## config.mk

```make
export PLATFORM = sky130hd
export DESIGN_NAME = miller_rabin_round_64
export DESIGN_NICKNAME = d
export VERILOG_FILES = /design/src/hdl/mrr64_pkg.sv /design/src/hdl/miller_rabin_round_64.sv
export SDC_FILE = /design/constraint.sdc
export NUM_CORES = 2
export LEC_CHECK = 0
export BUFFER_PORTS_ARGS = -buffer_cell sky130_fd_sc_hd__buf_2
export CORE_ASPECT_RATIO = 1.2
export CORE_MARGIN = 2
export CORE_UTILIZATION = 30
export CTS_CLUSTER_DIAMETER = 120
export DETAILED_ROUTE_END_ITERATION = 6
export PLACE_DENSITY = 0.42
export SLEW_MARGIN = 20
export SYNTH_ARGS = -nofsm -noshare
export SYNTH_HDL_FRONTEND = slang
export SYNTH_SLANG_ARGS = --single-unit
```

## constraint.sdc

```tcl
create_clock -name i_clk -period 34.9 [get_ports i_clk]
set_input_delay 5.235 -clock i_clk [delete_from_list [all_inputs] [get_ports i_clk]]
set_output_delay 5.235 -clock i_clk [all_outputs]
set_load 0.01 [all_outputs]
```

## src/hdl/mrr64_pkg.sv

```systemverilog
`timescale 1ns / 1ps
// ----------------------------------------------------------------------------
// mrr64_pkg
// Types, constants and the shared add-compare-subtract step for the
// single-round strong probable prime tester.
// ----------------------------------------------------------------------------
package mrr64_pkg;

    localparam int CAND_W = 63;
    localparam int WIT_W  = 64;
    localparam int CNT_W  = 6;

    localparam logic [CAND_W-1:0] SMALL_LIMIT = CAND_W'(5);
    localparam logic [CAND_W-1:0] PRIME_TWO   = CAND_W'(2);
    localparam logic [CAND_W-1:0] PRIME_THREE = CAND_W'(3);
    localparam logic [CAND_W-1:0] VAL_ONE     = CAND_W'(1);

    typedef enum logic [2:0] {
        S_IDLE,
        S_DIV,
        S_SPLIT,
        S_POW,
        S_MUL,
        S_CHK,
        S_SQR,
        S_DONE
    } t_mrr_state;

    // Where a finished modular product is written back
    typedef enum logic [1:0] {
        TGT_ACC,
        TGT_BASE,
        TGT_SQR
    } t_mrr_tgt;

    // x < 2*m assumed: one conditional subtract brings x into 0..m-1
    function automatic logic [CAND_W-1:0] mod_fold(input logic [WIT_W-1:0] x,
                                                   input logic [CAND_W-1:0] m);
        logic [WIT_W-1:0] diff;
        diff = x - {1'b0, m};
        if (x >= {1'b0, m}) begin
            return diff[CAND_W-1:0];
        end else begin
            return x[CAND_W-1:0];
        end
    endfunction

endpackage

```

## src/hdl/miller_rabin_round_64.sv

```systemverilog
`timescale 1ns / 1ps
// ----------------------------------------------------------------------------
// miller_rabin_round_64
// One strong probable prime round on a 63-bit candidate with a raw witness.
// ----------------------------------------------------------------------------
// A transaction is taken when i_start is high and o_busy is low. The verdict
// appears on o_probable_prime for exactly one cycle with o_valid high; the
// receiver cannot stall it and must capture it in that cycle. Candidates below
// five go straight from idle to done. Otherwise the witness reduction runs one
// restoring step per witness bit, the split of candidate-1 shifts out one
// trailing zero per step, and each modular multiply runs one step per bit of
// its multiplier on the shared add-compare-subtract datapath. The
// exponentiation spends one sequencing step and one squaring per exponent bit
// plus one multiply per set bit; the squaring phase adds up to one multiply
// per trailing zero of candidate-1, which also shortens the exponent by one
// bit, so no more than about 126 multiplies run in total. A worst-case
// transaction is an even candidate near 2^63.
module miller_rabin_round_64 (
    input  logic                         i_clk,
    input  logic                         i_rst_n,
    input  logic                         i_start,
    input  logic [mrr64_pkg::CAND_W-1:0] i_candidate,
    input  logic [mrr64_pkg::WIT_W-1:0]  i_witness,
    output logic                         o_busy,
    output logic                         o_valid,
    output logic                         o_probable_prime
);

    mrr64_pkg::t_mrr_state r_state, n_state;
    mrr64_pkg::t_mrr_tgt   r_tgt;

    logic [mrr64_pkg::CAND_W-1:0] r_n;
    logic [mrr64_pkg::WIT_W-1:0]  r_wq;
    logic [mrr64_pkg::CAND_W-1:0] r_rem;
    logic [mrr64_pkg::CNT_W-1:0]  r_cnt;
    logic [mrr64_pkg::CAND_W-1:0] r_d;
    logic [mrr64_pkg::CNT_W-1:0]  r_s;
    logic [mrr64_pkg::CNT_W-1:0]  r_scnt;
    logic [mrr64_pkg::CAND_W-1:0] r_e;
    logic [mrr64_pkg::CAND_W-1:0] r_pacc;
    logic [mrr64_pkg::CAND_W-1:0] r_pbase;
    logic [mrr64_pkg::CAND_W-1:0] r_mx;
    logic [mrr64_pkg::CAND_W-1:0] r_my;
    logic [mrr64_pkg::CAND_W-1:0] r_macc;
    logic                         r_verdict;

    logic                         accept;
    logic                         small_cand;
    logic                         mul_done;
    logic [mrr64_pkg::CAND_W-1:0] div_m;
    logic [mrr64_pkg::CAND_W-1:0] n_rem;
    logic [mrr64_pkg::WIT_W-1:0]  acc_sum;
    logic [mrr64_pkg::CAND_W-1:0] n_macc;
    logic [mrr64_pkg::CAND_W-1:0] n_mx;
    logic [mrr64_pkg::CAND_W-1:0] n_minus1;

    assign accept     = i_start && (r_state == mrr64_pkg::S_IDLE);
    assign small_cand = i_candidate < mrr64_pkg::SMALL_LIMIT;
    assign mul_done   = (r_my == '0);
    assign div_m      = r_n - mrr64_pkg::PRIME_TWO;
    assign n_minus1   = r_n - mrr64_pkg::VAL_ONE;

    // Shared datapath: restoring divide step, or one shift-add multiply step
    assign n_rem   = mrr64_pkg::mod_fold({r_rem, r_wq[mrr64_pkg::WIT_W-1]}, div_m);
    assign acc_sum = {1'b0, r_macc} + (r_my[0] ? {1'b0, r_mx} : '0);
    assign n_macc  = mrr64_pkg::mod_fold(acc_sum, r_n);
    assign n_mx    = mrr64_pkg::mod_fold({r_mx, 1'b0}, r_n);

    // Next state
    always_comb begin
        n_state = r_state;
        unique case (r_state)
            mrr64_pkg::S_IDLE: begin
                if (accept) begin
                    n_state = small_cand ? mrr64_pkg::S_DONE : mrr64_pkg::S_DIV;
                end
            end
            mrr64_pkg::S_DIV: begin
                if (r_cnt == '1) begin
                    n_state = mrr64_pkg::S_SPLIT;
                end
            end
            mrr64_pkg::S_SPLIT: begin
                if (r_d[0]) begin
                    n_state = mrr64_pkg::S_POW;
                end
            end
            mrr64_pkg::S_POW: begin
                n_state = (r_e == '0) ? mrr64_pkg::S_CHK : mrr64_pkg::S_MUL;
            end
            mrr64_pkg::S_MUL: begin
                if (mul_done) begin
                    unique case (r_tgt)
                        mrr64_pkg::TGT_ACC:  n_state = mrr64_pkg::S_MUL;
                        mrr64_pkg::TGT_BASE: n_state = mrr64_pkg::S_POW;
                        mrr64_pkg::TGT_SQR: begin
                            n_state = (r_macc == mrr64_pkg::VAL_ONE) ?
                                      mrr64_pkg::S_DONE : mrr64_pkg::S_SQR;
                        end
                        default: n_state = mrr64_pkg::S_IDLE;
                    endcase
                end
            end
            mrr64_pkg::S_CHK: begin
                n_state = (r_pacc == mrr64_pkg::VAL_ONE) ?
                          mrr64_pkg::S_DONE : mrr64_pkg::S_SQR;
            end
            mrr64_pkg::S_SQR: begin
                n_state = (r_scnt == '0) ? mrr64_pkg::S_DONE : mrr64_pkg::S_MUL;
            end
            mrr64_pkg::S_DONE: begin
                n_state = mrr64_pkg::S_IDLE;
            end
            default: n_state = mrr64_pkg::S_IDLE;
        endcase
    end

    // Outputs
    always_comb begin
        o_busy           = (r_state != mrr64_pkg::S_IDLE);
        o_valid          = (r_state == mrr64_pkg::S_DONE);
        o_probable_prime = r_verdict;
    end

    always_ff @(posedge i_clk) begin
        if (!i_rst_n) begin
            r_state <= mrr64_pkg::S_IDLE;
        end else begin
            r_state <= n_state;
        end
    end

    always_ff @(posedge i_clk) begin
        unique case (r_state)
            mrr64_pkg::S_IDLE: begin
                if (accept) begin
                    r_n       <= i_candidate;
                    r_wq      <= i_witness;
                    r_rem     <= '0;
                    r_cnt     <= '0;
                    r_d       <= i_candidate - mrr64_pkg::VAL_ONE;
                    r_s       <= '0;
                    r_verdict <= small_cand && (i_candidate == mrr64_pkg::PRIME_TWO ||
                                                i_candidate == mrr64_pkg::PRIME_THREE);
                end
            end
            mrr64_pkg::S_DIV: begin
                r_rem   <= n_rem;
                r_wq    <= {r_wq[mrr64_pkg::WIT_W-2:0], 1'b0};
                r_cnt   <= r_cnt + 1'b1;
                r_pbase <= n_rem + mrr64_pkg::PRIME_TWO;
            end
            mrr64_pkg::S_SPLIT: begin
                if (r_d[0]) begin
                    r_pacc <= mrr64_pkg::VAL_ONE;
                    r_e    <= r_d;
                end else begin
                    r_d <= {1'b0, r_d[mrr64_pkg::CAND_W-1:1]};
                    r_s <= r_s + 1'b1;
                end
            end
            mrr64_pkg::S_POW: begin
                r_macc <= '0;
                if (r_e[0]) begin
                    r_mx  <= r_pacc;
                    r_my  <= r_pbase;
                    r_tgt <= mrr64_pkg::TGT_ACC;
                end else begin
                    r_mx  <= r_pbase;
                    r_my  <= r_pbase;
                    r_tgt <= mrr64_pkg::TGT_BASE;
                end
            end
            mrr64_pkg::S_MUL: begin
                if (mul_done) begin
                    unique case (r_tgt)
                        mrr64_pkg::TGT_ACC: begin
                            // chain straight into the base squaring
                            r_pacc <= r_macc;
                            r_mx   <= r_pbase;
                            r_my   <= r_pbase;
                            r_macc <= '0;
                            r_tgt  <= mrr64_pkg::TGT_BASE;
                        end
                        mrr64_pkg::TGT_BASE: begin
                            r_pbase <= r_macc;
                            r_e     <= {1'b0, r_e[mrr64_pkg::CAND_W-1:1]};
                        end
                        mrr64_pkg::TGT_SQR: begin
                            if (r_macc == mrr64_pkg::VAL_ONE) begin
                                r_verdict <= (r_pacc == n_minus1);
                            end else begin
                                r_pacc <= r_macc;
                            end
                        end
                        default: begin
                            r_pacc <= r_pacc;
                        end
                    endcase
                end else begin
                    r_macc <= n_macc;
                    r_mx   <= n_mx;
                    r_my   <= {1'b0, r_my[mrr64_pkg::CAND_W-1:1]};
                end
            end
            mrr64_pkg::S_CHK: begin
                r_scnt <= r_s;
                if (r_pacc == mrr64_pkg::VAL_ONE) begin
                    r_verdict <= 1'b1;
                end
            end
            mrr64_pkg::S_SQR: begin
                if (r_scnt == '0) begin
                    // no root of one found within s squarings
                    r_verdict <= 1'b0;
                end else begin
                    r_mx   <= r_pacc;
                    r_my   <= r_pacc;
                    r_macc <= '0;
                    r_tgt  <= mrr64_pkg::TGT_SQR;
                    r_scnt <= r_scnt - 1'b1;
                end
            end
            mrr64_pkg::S_DONE: begin
                r_cnt <= '0;
            end
            default: begin
                r_cnt <= '0;
            end
        endcase
    end

endmodule
```

==> flow_results.org <==
** Power
- Internal portion of total power :: approximately 3.4 mW
- Sequential cells burn a little under a quarter of the power.
- Share of power burned in combinational logic :: roughly 64%
- The clock network accounts for between 10% and 20% of the total power.
- VDD sags by at most roughly 0.000075 V.
- Net switching is just over 50% of the power.
- Static leakage power :: ~21 nW
- Pwr per Cell Area :: 124 nW/µm²
- Post-layout power :: 7.03 mW
- For this design the total switching power over the nets is about 3.6 mW.

** CTS
- Clock-pin slew was measured on the worst setup and hold paths at ~0.060 ns.
- The clock tree synthesis step divided the H-tree into 3 levels.
- In this run the post-CTS setup repair buffer count came out at 0.
- Hold_buf cts :: 0
- Counting along the longest clock path gives a buffer depth of 3.
- Post-cts resize count :: 0
- The later pin in the worst-skew pair is clocked with a latency of between 0.7 and 0.8 ns.
- TritonCTS built the clock tree.
- Number of buffers added by the clock tree synthesis step :: between 80 and 90
- Clock tree synthesis found a total of between 600 and 700 sinks.
- The cell sitting at the root of the clock tree is a clkbuf_16.

** Drt
- Once detail routing completed, the nets flagged for antenna violations numbered 0.
- Starting DRT DRC Count :: roughly 4200
- For this run, design rule violations remaining after detail routing come to 0.
- Via density per instance :: 5.73
- Iteration count of the initial detailed-routing pass :: 6
- After detailed routing, the average wire length per cell comes to ~28 µm.
- Routed vias :: between 40000 and 50000
- The routed design has 223000 µm of wire.

** STA
- Top achievable clock speed :: around 100 MHz
- Final setup vio count :: 0
- In the post-route analysis, the smallest setup slack over all paths is roughly 25 ns.
- At the pin with the least slew margin, the transition time is about 1.1 ns.
- RSZ-0062 raised after global routing :: no
- Relative max-transition margin :: a little under a quarter
- Post-layout minimum cycle time :: slightly below 10 ns
- Hold timing on the final database bottoms out at a slack of between 0.5 and 0.6 ns.
- TNS Setup :: 0 ns
- Final count of pins violating max slew :: 0
- The clock arrives with around 0.043 ns of skew.
- Fraction of the cycle the final worst path needs :: between 20% and 30%
- The number of failing hold endpoints at the final stage was 0.

** Worst setup path
- Type of element launching the critical path :: flip-flop
- Crit-path leading delay family :: simple AND/OR/NAND/NOR gates
- In this run the worst path has a maximum fanout of 21.
- Arrival time at the worst endpoint :: about 10 ns
- STA puts the critical path data required time at 35.36 ns.
- The critical path contains buffers and inverters numbering 3 combined.
- Slowest cell delay on critical path :: 0.69 ns
- The worst setup path is of the reg -> reg kind.
- Standard cell with the maximum stage delay on the critical path :: or4b_1
- Kind of end point of the critical path :: flip-flop

** Synth
- Number of nets in the synthesized netlist :: about 6000
- Summing the areas of all compound-gate instances in the mapped netlist gives between 20% and 30% of the synthesized area.
- Mux cell area share after synthesis :: under 10%
- The cell area that synthesis handed to floorplanning was 50700 µm².
- Async SR Flop Fraction :: 0%
- Synthesized-area fraction occupied by adder cells :: between 6 and 7%
- Of the total synthesized cell area, the portion taken by AND, OR, NAND and NOR gates is 18.5%.
- Sequential cells were found to cover around 39% of the synthesized design area.
- The Yosys step of the flow raised 0 warnings.
- Post-Synth XOR/XNOR Area :: between 8 and 9%
- Main combinational cell family by area after synthesis :: compound AO/OA/AOI/OAI gates
- Counting distinct cell types in the post-synthesis netlist gives around 110.
- Register bit count reported by yosys :: around 660
- Number of cells produced by synthesis :: ~5500
- Yosys mapped a number of flops with a built-in enable equal to between 600 and 700.
- The most used flip-flop cell after synthesis is edfxtp_1.
- Mean instance size in the synthesized netlist :: 9.13 µm²

** GRT
- For this run, the total global-route usage over all layers was measured as around a quarter.
- First-pass GRT wire length :: between 300000 and 400000 µm
- Residual overflow from global routing :: 0
- The number of global-route vias before repair was around 44000.
- Pin count of the biggest net entering global routing :: a little under 80
- Initial antenna violation count :: 14

** Final layout
- Number of filler instances in the final layout :: approximately 18000
- Post-Layout Cell Count :: between 7000 and 8000
- Area Growth Syn to Fin :: 11.5%
- Share of post-route cells with drive strength above 1 :: ~9%
- # nets final :: roughly 6000
- Cells fill 33.6% of the core in the end.
- Final Cell Area :: about 56000 µm²

** Die
- Count of pins on the block boundary :: between 100 and 150
- For this configuration, the core starts out at a cell density of 30.1%.
- The die is about 380 µm wide.
- The floorplan step set the die height to about 450 µm.
- Placeable core area :: between 150000 and 200000 µm²
- Core Rows :: between 150 and 200
- The die covers between 150000 and 200000 µm².

** Run status
- The flow ran to the end, and the final reports show no timing, DRC or antenna violations.

** Placed design
- Cell total after placement :: around 7700
- Summing all placed instances gives a cell area of 53800 µm².
- Port buffering added around 130 buffers.
- Worst slack at placement :: around 25 ns
- Detail Placement HPWL :: 176000 µm
- Routability-driven placement congestion ratio :: just under 1

** Run
- The tool flagged a number of max-cap violations equal to 0.

** Min path
- Hold Path Class :: reg -> reg
[placed cells by master (no fill, tap or decap), drive strengths merged, types with 15 or more instances in the layout]
cell,count
o21a,50
nand4,117
or3,44
o211ai,19
nor3,134
ha,265
a21oi,499
mux2,66
a211oi,42
or2,15
nand2,536
and3,126
inv,171
a21o,205
a22oi,182
buf,212
mux2i,77
clkbuf,97
or4,25
nor4,115
a31oi,58
and2,91
edfxtp,652
nor4b,15
o21ai,327
nand3,100
xnor2,334
xor2,147
a31o,18
a21boi,17
and4,15
nor2,420
clkinv,26
nand2b,43
nor2b,41
o21bai,55
o31ai,22
a2111oi,16
[layout make-up]
class | count | area (µm²) | area share [%]
multi-input combinational | 4441 | 29500 | 52.2
sequential | 655 | 19600 | 34.8
tap | 2254 | 2820 | 4.99
clock buffer | 97 | 2130 | 3.77
timing repair buffer | 212 | 1270 | 2.26
inverter | 168 | 631 | 1.12
clock inverter | 45 | 477 | 0.844
antenna | 6 | 15.0 | 0.0266
[flip-flops by register name (all words and copies together), names as in the netlist, 63 cells and up]
name and cells:
r_n 63, r_my 63, r_d 63, r_macc 63, r_rem 63, r_wq 64
r_e 63, r_mx 63, r_pbase 63, r_pacc 63
[cell usage after synthesis (116+ instances only)]
master	instances	area, µm²
a21o_1	205	1540
a21oi_1	496	2480
nand4_1	116	726
nor3_1	130	651
xor2_1	147	1290
xnor2_1	334	2930
ha_1	265	3320
and3_1	126	788
edfxtp_1	652	19600
inv_1	167	627
nand2_1	535	2010
o21ai_0	319	1600
clkbuf_1	234	878
a22oi_1	182	1370
nor2_1	420	1580
[layer usage]
| layer | wire length [µm] | part of all wire [%] | global-route usage (%) | vias to the layer above |
|---|---|---|---|---|
| li1 | - | - | - | 20900 |
| met1 | 94600 | 42 | 32.3 | 22400 |
| met2 | 108000 | 49 | 43.7 | 1513 |
| met3 | 10500 | 4.7 | 2.26 | 326 |
| met4 | 9380 | 4.2 | 10.2 | 8 |
| met5 | 57 | 0.026 | 0 | - |
[tightest hold or removal path, cell delays in order (launching register included)]
cell and delay [ns]:
edfxtp_1 0.33, nand2_1 0.05, nand2_1 0.05
[power groups by stage]
| stage | clock, mW | sequential (mW) | combinational (mW) |
|---|---|---|---|
| floorplan | 0 | 1.55 | 3.17 |
| global placement | 0 | 1.68 | 4.42 |
| detailed placement | 0 | 1.67 | 4.42 |
| CTS | 0.893 | 1.66 | 4.45 |
| global route | 0.916 | 1.69 | 4.89 |
| finish | 0.874 | 1.67 | 4.48 |
[path summary, 6_finish.rpt]
| check | start | endpoint | slack, ns | cells after the start |
|---|---|---|---|---|
| setup / recovery | r_n[1] | r_pbase[61] | 24.95 | 28 |
| hold / removal | r_e[55] | r_e[54] | 0.53 | 2 |
| setup reg to reg | r_n[1] | r_pbase[61] | 24.95 | 28 |
| hold reg to reg | r_e[55] | r_e[54] | 0.53 | 2 |
[kinds of logic after synthesis]
kind of cell | after synthesis
flops | 655
simple gates | 1880
xor+xnor | 481
mux | 143
buf+inv | 451
compound gates | 1668
fa+ha+maj | 269
(Power assumes the default switching activity.)
